## config.mk

```make
export PLATFORM = sky130hd
export DESIGN_NAME = page_frame_allocator_unit
export DESIGN_NICKNAME = d
export VERILOG_FILES = /design/src/hdl/pfa_pkg.sv /design/src/hdl/page_frame_allocator_unit.sv /design/src/hdl/pfa_ram.sv
export SDC_FILE = /design/constraint.sdc
export NUM_CORES = 2
export LEC_CHECK = 0
export ABC_AREA = 0
export BUFFER_PORTS_ARGS = -buffer_cell sky130_fd_sc_hd__buf_2
export CORE_MARGIN = 2
export CORE_UTILIZATION = 57
export CTS_CLUSTER_DIAMETER = 30
export DETAILED_ROUTE_END_ITERATION = 10
export HOLD_SLACK_MARGIN = 0.08
export PLACE_DENSITY = 0.83
export SLEW_MARGIN = 0
export SYNTH_ARGS = -nofsm -noshare
export SYNTH_HDL_FRONTEND = slang
export SYNTH_HIERARCHICAL = 1
export SYNTH_SLANG_ARGS = --single-unit
```

## constraint.sdc

```tcl
create_clock -name clock -period 4.7 [get_ports clock]
set_clock_uncertainty 0.2 [all_clocks]
set_input_delay 0.235 -clock clock [delete_from_list [all_inputs] [get_ports clock]]
set_output_delay 0.235 -clock clock [all_outputs]
set_load 0.02 [all_outputs]
```

## src/hdl/pfa_pkg.sv

```systemverilog
// Package for the page frame allocator: request codes, sequencer state codes
// and fixed field widths. No dependencies.
`timescale 1ns / 1ps

package pfa_pkg;

   // Request field widths, fixed by the interface.
   localparam int PID_IN_W     = 16;
   localparam int PAGE_COUNT_W = 7;
   localparam int FIRST_W      = 6;
   localparam int FREED_W      = 7;

   // Request modes.
   localparam logic MODE_ALLOC = 1'b0;
   localparam logic MODE_FREE  = 1'b1;

   // Sequencer states.
   localparam logic [2:0] ST_INIT  = 3'd0;
   localparam logic [2:0] ST_IDLE  = 3'd1;
   localparam logic [2:0] ST_ALLOC = 3'd2;
   localparam logic [2:0] ST_FREE  = 3'd3;
   localparam logic [2:0] ST_DONE  = 3'd4;

endpackage

```

## src/hdl/page_frame_allocator_unit.sv

```systemverilog
// Page frame allocator top level: sequencer around the free-frame stack RAM
// and the owner table RAM. Depends on pfa_pkg and pfa_ram.
`timescale 1ns / 1ps

// Usage:
// A request (req_mode, req_process_id, req_page_count) is taken when req_valid
// and req_ready are both high; exactly one response (rsp_ok, rsp_first_frame,
// rsp_frames_freed) follows on the rsp_ channel for each request.
// An allocate pops req_page_count frames off the free stack, one stack read per
// cycle, and writes the owner table as each frame returns from the RAM.
// A refused or zero-page allocate goes straight to the response.
// A free scans the whole owner table, one entry per cycle, pushing each frame
// the process owns back onto the stack. The single read port of each RAM sets
// these rates. One request is worked on at a time; req_ready is high only while
// the sequencer is idle. After reset the block loads the stack with frames 0 to
// NUM_FRAMES-1 and clears the owner table, with req_ready low.
// The response sits in an output register, so the next request is accepted
// while a response waits; if the receiver still stalls when the next response
// is ready, the sequencer holds it and stops taking requests.
module page_frame_allocator_unit #(
   parameter int NUM_FRAMES = 64,
   parameter int PID_BITS   = 16
) (
   input  logic                              clock,
   input  logic                              reset,
   input  logic                              req_valid,
   output logic                              req_ready,
   input  logic                              req_mode,
   input  logic [pfa_pkg::PID_IN_W-1:0]      req_process_id,
   input  logic [pfa_pkg::PAGE_COUNT_W-1:0]  req_page_count,
   output logic                              rsp_valid,
   input  logic                              rsp_ready,
   output logic                              rsp_ok,
   output logic [pfa_pkg::FIRST_W-1:0]       rsp_first_frame,
   output logic [pfa_pkg::FREED_W-1:0]       rsp_frames_freed
);

   localparam int FB = $clog2(NUM_FRAMES);
   localparam int CB = $clog2(NUM_FRAMES + 1);
   localparam int OW = PID_BITS + 1;
   localparam int PCW = pfa_pkg::PAGE_COUNT_W;

   logic [2:0]          state_ff, state_in;
   logic [FB-1:0]       init_cnt_ff, init_cnt_in;
   logic [CB-1:0]       free_count_ff, free_count_in;
   logic [PID_BITS-1:0] pid_ff, pid_in;
   logic [PCW-1:0]      cnt_ff, cnt_in;
   logic [PCW-1:0]      issued_ff, issued_in;
   logic [PCW-1:0]      returned_ff, returned_in;
   logic [FB-1:0]       rd_addr_ff, rd_addr_in;
   logic [CB-1:0]       scan_cnt_ff, scan_cnt_in;
   logic                pend_ff, pend_in;
   logic [FB-1:0]       pend_addr_ff, pend_addr_in;
   logic                res_ok_ff, res_ok_in;
   logic [5:0]          res_first_ff, res_first_in;
   logic [CB-1:0]       res_freed_ff, res_freed_in;
   logic                rsp_valid_ff, rsp_valid_in;
   logic                rsp_ok_ff, rsp_ok_in;
   logic [5:0]          rsp_first_ff, rsp_first_in;
   logic [6:0]          rsp_freed_ff, rsp_freed_in;

   logic          stk_we, stk_re;
   logic [FB-1:0] stk_waddr, stk_wdata, stk_raddr, stk_rdata;
   logic          own_we, own_re;
   logic [FB-1:0] own_waddr, own_raddr;
   logic [OW-1:0] own_wdata, own_rdata;

   logic [31:0]   pid_ext;
   logic [31:0]   frame_ext;
   logic [31:0]   freed_ext;
   logic [CB-1:0] top_idx;
   logic          own_hit;

   pfa_ram #(.WIDTH(FB), .DEPTH(NUM_FRAMES)) u_stack_ram (
      .clock   (clock),
      .wr_en   (stk_we),
      .wr_addr (stk_waddr),
      .wr_data (stk_wdata),
      .rd_en   (stk_re),
      .rd_addr (stk_raddr),
      .rd_data (stk_rdata)
   );

   // Each owner entry is {owned flag, owner id}.
   pfa_ram #(.WIDTH(OW), .DEPTH(NUM_FRAMES)) u_owner_ram (
      .clock   (clock),
      .wr_en   (own_we),
      .wr_addr (own_waddr),
      .wr_data (own_wdata),
      .rd_en   (own_re),
      .rd_addr (own_raddr),
      .rd_data (own_rdata)
   );

   assign pid_ext   = 32'(req_process_id);
   assign frame_ext = 32'(stk_rdata);
   assign freed_ext = 32'(res_freed_ff);
   assign top_idx   = free_count_ff - CB'(1);
   assign own_hit   = own_rdata[PID_BITS] && (own_rdata[PID_BITS-1:0] == pid_ff);

   assign req_ready        = (state_ff == pfa_pkg::ST_IDLE);
   assign rsp_valid        = rsp_valid_ff;
   assign rsp_ok           = rsp_ok_ff;
   assign rsp_first_frame  = rsp_first_ff;
   assign rsp_frames_freed = rsp_freed_ff;

   always_comb begin
      state_in      = state_ff;
      init_cnt_in   = init_cnt_ff;
      free_count_in = free_count_ff;
      pid_in        = pid_ff;
      cnt_in        = cnt_ff;
      issued_in     = issued_ff;
      returned_in   = returned_ff;
      rd_addr_in    = rd_addr_ff;
      scan_cnt_in   = scan_cnt_ff;
      pend_in       = 1'b0;
      pend_addr_in  = pend_addr_ff;
      res_ok_in     = res_ok_ff;
      res_first_in  = res_first_ff;
      res_freed_in  = res_freed_ff;
      rsp_valid_in  = rsp_valid_ff;
      rsp_ok_in     = rsp_ok_ff;
      rsp_first_in  = rsp_first_ff;
      rsp_freed_in  = rsp_freed_ff;

      stk_we    = 1'b0;
      stk_waddr = '0;
      stk_wdata = '0;
      stk_re    = 1'b0;
      stk_raddr = rd_addr_ff;
      own_we    = 1'b0;
      own_waddr = '0;
      own_wdata = '0;
      own_re    = 1'b0;
      own_raddr = scan_cnt_ff[FB-1:0];

      if (rsp_valid_ff && rsp_ready) begin
         rsp_valid_in = 1'b0;
      end

      case (state_ff)
         pfa_pkg::ST_INIT: begin
            stk_we      = 1'b1;
            stk_waddr   = init_cnt_ff;
            stk_wdata   = init_cnt_ff;
            own_we      = 1'b1;
            own_waddr   = init_cnt_ff;
            own_wdata   = '0;
            init_cnt_in = init_cnt_ff + FB'(1);
            if (init_cnt_ff == FB'(NUM_FRAMES - 1)) begin
               state_in = pfa_pkg::ST_IDLE;
            end
         end
         pfa_pkg::ST_IDLE: begin
            if (req_valid) begin
               pid_in       = pid_ext[PID_BITS-1:0];
               cnt_in       = req_page_count;
               issued_in    = '0;
               returned_in  = '0;
               rd_addr_in   = top_idx[FB-1:0];
               scan_cnt_in  = '0;
               res_ok_in    = 1'b1;
               res_first_in = '0;
               res_freed_in = '0;
               if (req_mode == pfa_pkg::MODE_FREE) begin
                  state_in = pfa_pkg::ST_FREE;
               end else if (32'(req_page_count) > 32'(free_count_ff)) begin
                  res_ok_in = 1'b0;
                  state_in  = pfa_pkg::ST_DONE;
               end else if (req_page_count == '0) begin
                  state_in = pfa_pkg::ST_DONE;
               end else begin
                  state_in = pfa_pkg::ST_ALLOC;
               end
            end
         end
         pfa_pkg::ST_ALLOC: begin
            // Stack reads walk down from the top, one per cycle; the stack is
            // not written during an allocate, so reads never need forwarding.
            if (issued_ff != cnt_ff) begin
               stk_re     = 1'b1;
               rd_addr_in = rd_addr_ff - FB'(1);
               issued_in  = issued_ff + PCW'(1);
               pend_in    = 1'b1;
            end
            if (pend_ff) begin
               own_we      = 1'b1;
               own_waddr   = stk_rdata;
               own_wdata   = {1'b1, pid_ff};
               returned_in = returned_ff + PCW'(1);
               if (returned_ff == '0) begin
                  res_first_in = frame_ext[5:0];
               end
               if (returned_ff + PCW'(1) == cnt_ff) begin
                  free_count_in = free_count_ff - CB'(cnt_ff);
                  state_in      = pfa_pkg::ST_DONE;
               end
            end
         end
         pfa_pkg::ST_FREE: begin
            // Owner reads run one entry ahead of the write-back; the write
            // always targets the previous entry, so the two never collide.
            if (scan_cnt_ff != CB'(NUM_FRAMES)) begin
               own_re       = 1'b1;
               pend_in      = 1'b1;
               pend_addr_in = scan_cnt_ff[FB-1:0];
               scan_cnt_in  = scan_cnt_ff + CB'(1);
            end
            if (pend_ff) begin
               if (own_hit) begin
                  own_we       = 1'b1;
                  own_waddr    = pend_addr_ff;
                  own_wdata    = {1'b0, own_rdata[PID_BITS-1:0]};
                  res_freed_in = res_freed_ff + CB'(1);
                  if (free_count_ff < CB'(NUM_FRAMES)) begin
                     stk_we        = 1'b1;
                     stk_waddr     = free_count_ff[FB-1:0];
                     stk_wdata     = pend_addr_ff;
                     free_count_in = free_count_ff + CB'(1);
                  end
               end
               if (pend_addr_ff == FB'(NUM_FRAMES - 1)) begin
                  state_in = pfa_pkg::ST_DONE;
               end
            end
         end
         pfa_pkg::ST_DONE: begin
            if (!rsp_valid_ff || rsp_ready) begin
               rsp_valid_in = 1'b1;
               rsp_ok_in    = res_ok_ff;
               rsp_first_in = res_first_ff;
               rsp_freed_in = freed_ext[6:0];
               state_in     = pfa_pkg::ST_IDLE;
            end
         end
         default: begin
            state_in = pfa_pkg::ST_IDLE;
         end
      endcase
   end

   always_ff @(posedge clock) begin
      if (reset) begin
         state_ff      <= pfa_pkg::ST_INIT;
         init_cnt_ff   <= '0;
         free_count_ff <= CB'(NUM_FRAMES);
         pend_ff       <= 1'b0;
         rsp_valid_ff  <= 1'b0;
      end else begin
         state_ff      <= state_in;
         init_cnt_ff   <= init_cnt_in;
         free_count_ff <= free_count_in;
         pend_ff       <= pend_in;
         rsp_valid_ff  <= rsp_valid_in;
      end
   end

   always_ff @(posedge clock) begin
      pid_ff       <= pid_in;
      cnt_ff       <= cnt_in;
      issued_ff    <= issued_in;
      returned_ff  <= returned_in;
      rd_addr_ff   <= rd_addr_in;
      scan_cnt_ff  <= scan_cnt_in;
      pend_addr_ff <= pend_addr_in;
      res_ok_ff    <= res_ok_in;
      res_first_ff <= res_first_in;
      res_freed_ff <= res_freed_in;
      rsp_ok_ff    <= rsp_ok_in;
      rsp_first_ff <= rsp_first_in;
      rsp_freed_ff <= rsp_freed_in;
   end

endmodule

```

## src/hdl/pfa_ram.sv

```systemverilog
// Generic single-write, single-read synchronous RAM with registered read data.
// No dependencies.
`timescale 1ns / 1ps

module pfa_ram #(
   parameter int WIDTH = 8,
   parameter int DEPTH = 64
) (
   input  logic                     clock,
   input  logic                     wr_en,
   input  logic [$clog2(DEPTH)-1:0] wr_addr,
   input  logic [WIDTH-1:0]         wr_data,
   input  logic                     rd_en,
   input  logic [$clog2(DEPTH)-1:0] rd_addr,
   output logic [WIDTH-1:0]         rd_data
);

   logic [WIDTH-1:0] mem [DEPTH];
   logic [WIDTH-1:0] rd_data_ff;

   always_ff @(posedge clock) begin
      if (wr_en) begin
         mem[wr_addr] <= wr_data;
      end
      if (rd_en) begin
         rd_data_ff <= mem[rd_addr];
      end
   end

   assign rd_data = rd_data_ff;

endmodule

```

==> impl_metrics.ini <==
[status]
status = finished with violations
violations = setup timing

[global_routing]
grt_max_degree = 100
met2_usage = 0.491
antenna_found_initial = 5
grt_pass1_wl_um = 257000
grt_use_met1 = 0.409
grt_most_used_layer = met2
grt_usage = 0.314
gr-usage-met3 = 0.0925
grt_pass1_vias = 36899
overflow = 0

[layout]
areaGrowthSynthToFinish_pct = 19.0
nets = 3587
finalNonFillerCells = 5224
layout_common_cells = edfxtp_1, mux4_2, clkbuf_16
drive_above_1_share = 0.277
final_common_cell = edfxtp_1
postLayoutCoreUtil = 0.682

[clock_tree]
clk_pin_slew_worst_paths_ns = 0.05
clock_latency_ns = 0.89
clockBufferDepth = 4
cts_root_buffer = clkbuf_16
cts_max_level = 5
cts.sinks = 1597
cts_made_buffers = 276
cts_tree = built

[placement]
place_hpwl_um = 91200
place_inst = 4696
gp_congestion = 0.930
portBuffers = 43

[sta]
worstMarginPinSlew_ns = 1.45
finalSetupViolCount = 150
max_freq_mhz = 203
rsz0062_at_grt = yes
fin_ws_ns = -0.215
slew_viol_final = 0
min_period_over_period = 1.05
hold_viol_final = 0
period_minus_slack_ns = 4.91
max-slew-margin-rel = 0.0314

[detailed_routing]
num_vias = 36528
post_drt_via_cell_ratio = 6.99
antenna_left = 0
routed_wirelength_um = 177000
dr.pass1.iters = 8
drc = 0
drt_iter0_drc = 6458
wl_per_cell_um = 33.9

[floorplan]
die_y_um = 337
die-area_mm2 = 0.114
die_x_um = 337
start_util = 0.573
pin_count = 44
std_cell_rows = 122
core_area_mm2 = 0.110

[worst_setup_path]
start_kind = flop
cp_num_buf_inv = 1
slowest_delay_ns = 0.66
path_cells = xor2_1 -> nor4_1 -> nand3_1 -> nor4_2 -> buf_4 -> nand2_1 -> nand2b_1 -> nor2b_1 -> nand2_1 -> nor2_1
worstSetupPathType = reg2reg
path_delay_family = simple AND/OR/NAND/NOR gates
path_max_fanout = 19
crit_top_cell = nand2_1
worstPathRequired_ns = 4.96
end_kind = flop
arrival_ns = 5.17
cp_slowest_cell = nor2_1

[power_and_ir_drop]
pwr_density_cell_mw_per_mm2 = 534
ir_worst_vdd_mv = 0.432
p_leak_nw = 23.3

[hold_path]
hold_class = in2reg

[synth]
synthesis.nets = 3217
seq_area_frac_synth = 0.755
synth_edf_count = 1579
avgSynthCellArea_um2 = 20.0
synthCells = 3166
ys_seq_elements = 1597
async_flop_share = 0
synth_cell_type_count = 65
yosys_warnings = 6
ys.flop_type = edfxtp_1
synth_area_mm2 = 0.0633

[run]
drv_cap = 0
state kept, by name, summed over array words and instances, names as in the netlist, 16 cells and up:
name,flops
u_owner_ram/mem,1088
u_stack_ram/mem,384
u_owner_ram/rd_data,17
pid_ff,16
metal layers:
layer,wire length (um),vias to the layer above
met2,82500,3647
met4,10500,2
met3,25300,785
met5,13,-
met1,58700,18193
li1,-,13901
logic make-up (layout without fill, tap and decap cells):
| kind of cell | after synthesis | after routing | synth area share |
|---|---|---|---|
| simple gates | 494 | 494 | 0.0375 |
| buf+inv | 193 | 760 | 0.0184 |
| fa+ha+maj | 23 | 23 | 0.00467 |
| other cells | 0 | 3 | 0 |
| xor+xnor | 68 | 68 | 0.0104 |
| flops | 1597 | 1597 | 0.755 |
| compound gates | 312 | 312 | 0.0367 |
| mux | 479 | 479 | 0.137 |
cell type report:
cell class / count / area, um2
repair buffers: 259 / 2140
well taps: 1488 / 1860
multi-input cells: 1376 / 14500
flip-flops and latches: 1597 / 47800
clock buffers: 300 / 7080
inverters: 26 / 97.6
diodes: 3 / 7.51
fillers: 5974 / 35100
clock inverters: 175 / 1830
metrics by stage:
stage	worst slack, ns	hold slack [ns]	total power (W)	TNS [ns]	area [um2]
2_1_floorplan	0.499	0.134	0.0192	0	63300
3_3_place_gp	0.640	0.212	0.0204	0	65800
3_5_place_dp	0.462	0.217	0.0205	0	65800
4_1_cts	0.0405	0.103	0.0400	0	75200
5_1_grt	-0.161	0.163	0.0409	-8.29	75300
6_report	-0.215	0.164	0.0402	-15.28	75300
final timing paths:
kind                            depth (start not counted)  slack, ns  startpoint                endpoint
worst max-delay path                                   10      -0.21   pid_ff[5]  u_stack_ram/mem[60][4]
worst min-delay path                                    3       0.16       reset          init_cnt_ff[0]
worst max register to register                         10      -0.21   pid_ff[5]  u_stack_ram/mem[60][4]
worst min register to register                          0       0.24   res_ok_ff                  rsp_ok
tightest hold or removal path, stage by stage:
cell and delay [ns]:
dlygate4sd3_1 0.56, buf_2 0.25, nor2_1 0.14
Yosys cell counts, drive strengths merged, types with 14 or more instances:
master / count / area [um2]
xor2: 41 / 359
mux2: 22 / 248
nor2: 217 / 817
mux4: 307 / 6940
nor2b: 36 / 225
a221oi: 52 / 480
and3: 22 / 138
a211oi: 35 / 263
o221ai: 22 / 193
ha: 22 / 275
inv: 25 / 93.8
nand2: 59 / 221
dfxtp: 18 / 360
xnor2: 23 / 201
mux2i: 150 / 1500
edfxtp: 1579 / 47400
clkbuf: 61 / 233
and2: 14 / 87.6
a21oi: 48 / 240
a22oi: 64 / 485
nor3: 20 / 100
buf: 106 / 833
nand3: 54 / 270
a22o: 27 / 236
o21ai: 26 / 130
power by group:
part           internal [W]  switching [W]
sequential           0.0162       0.000311
combinational       0.00142        0.00280
clock                0.0123        0.00716
timing repair:
action / in CTS / in global routing
setup endpoints to repair: 8 / 274
gates resized for setup: 1 / 22
buffers inserted: 0 / 0
hold buffers: 50 / 0
endpoints found under the hold margin: 62 / 0
No activity file was read; power rests on OpenSTA's default activity.
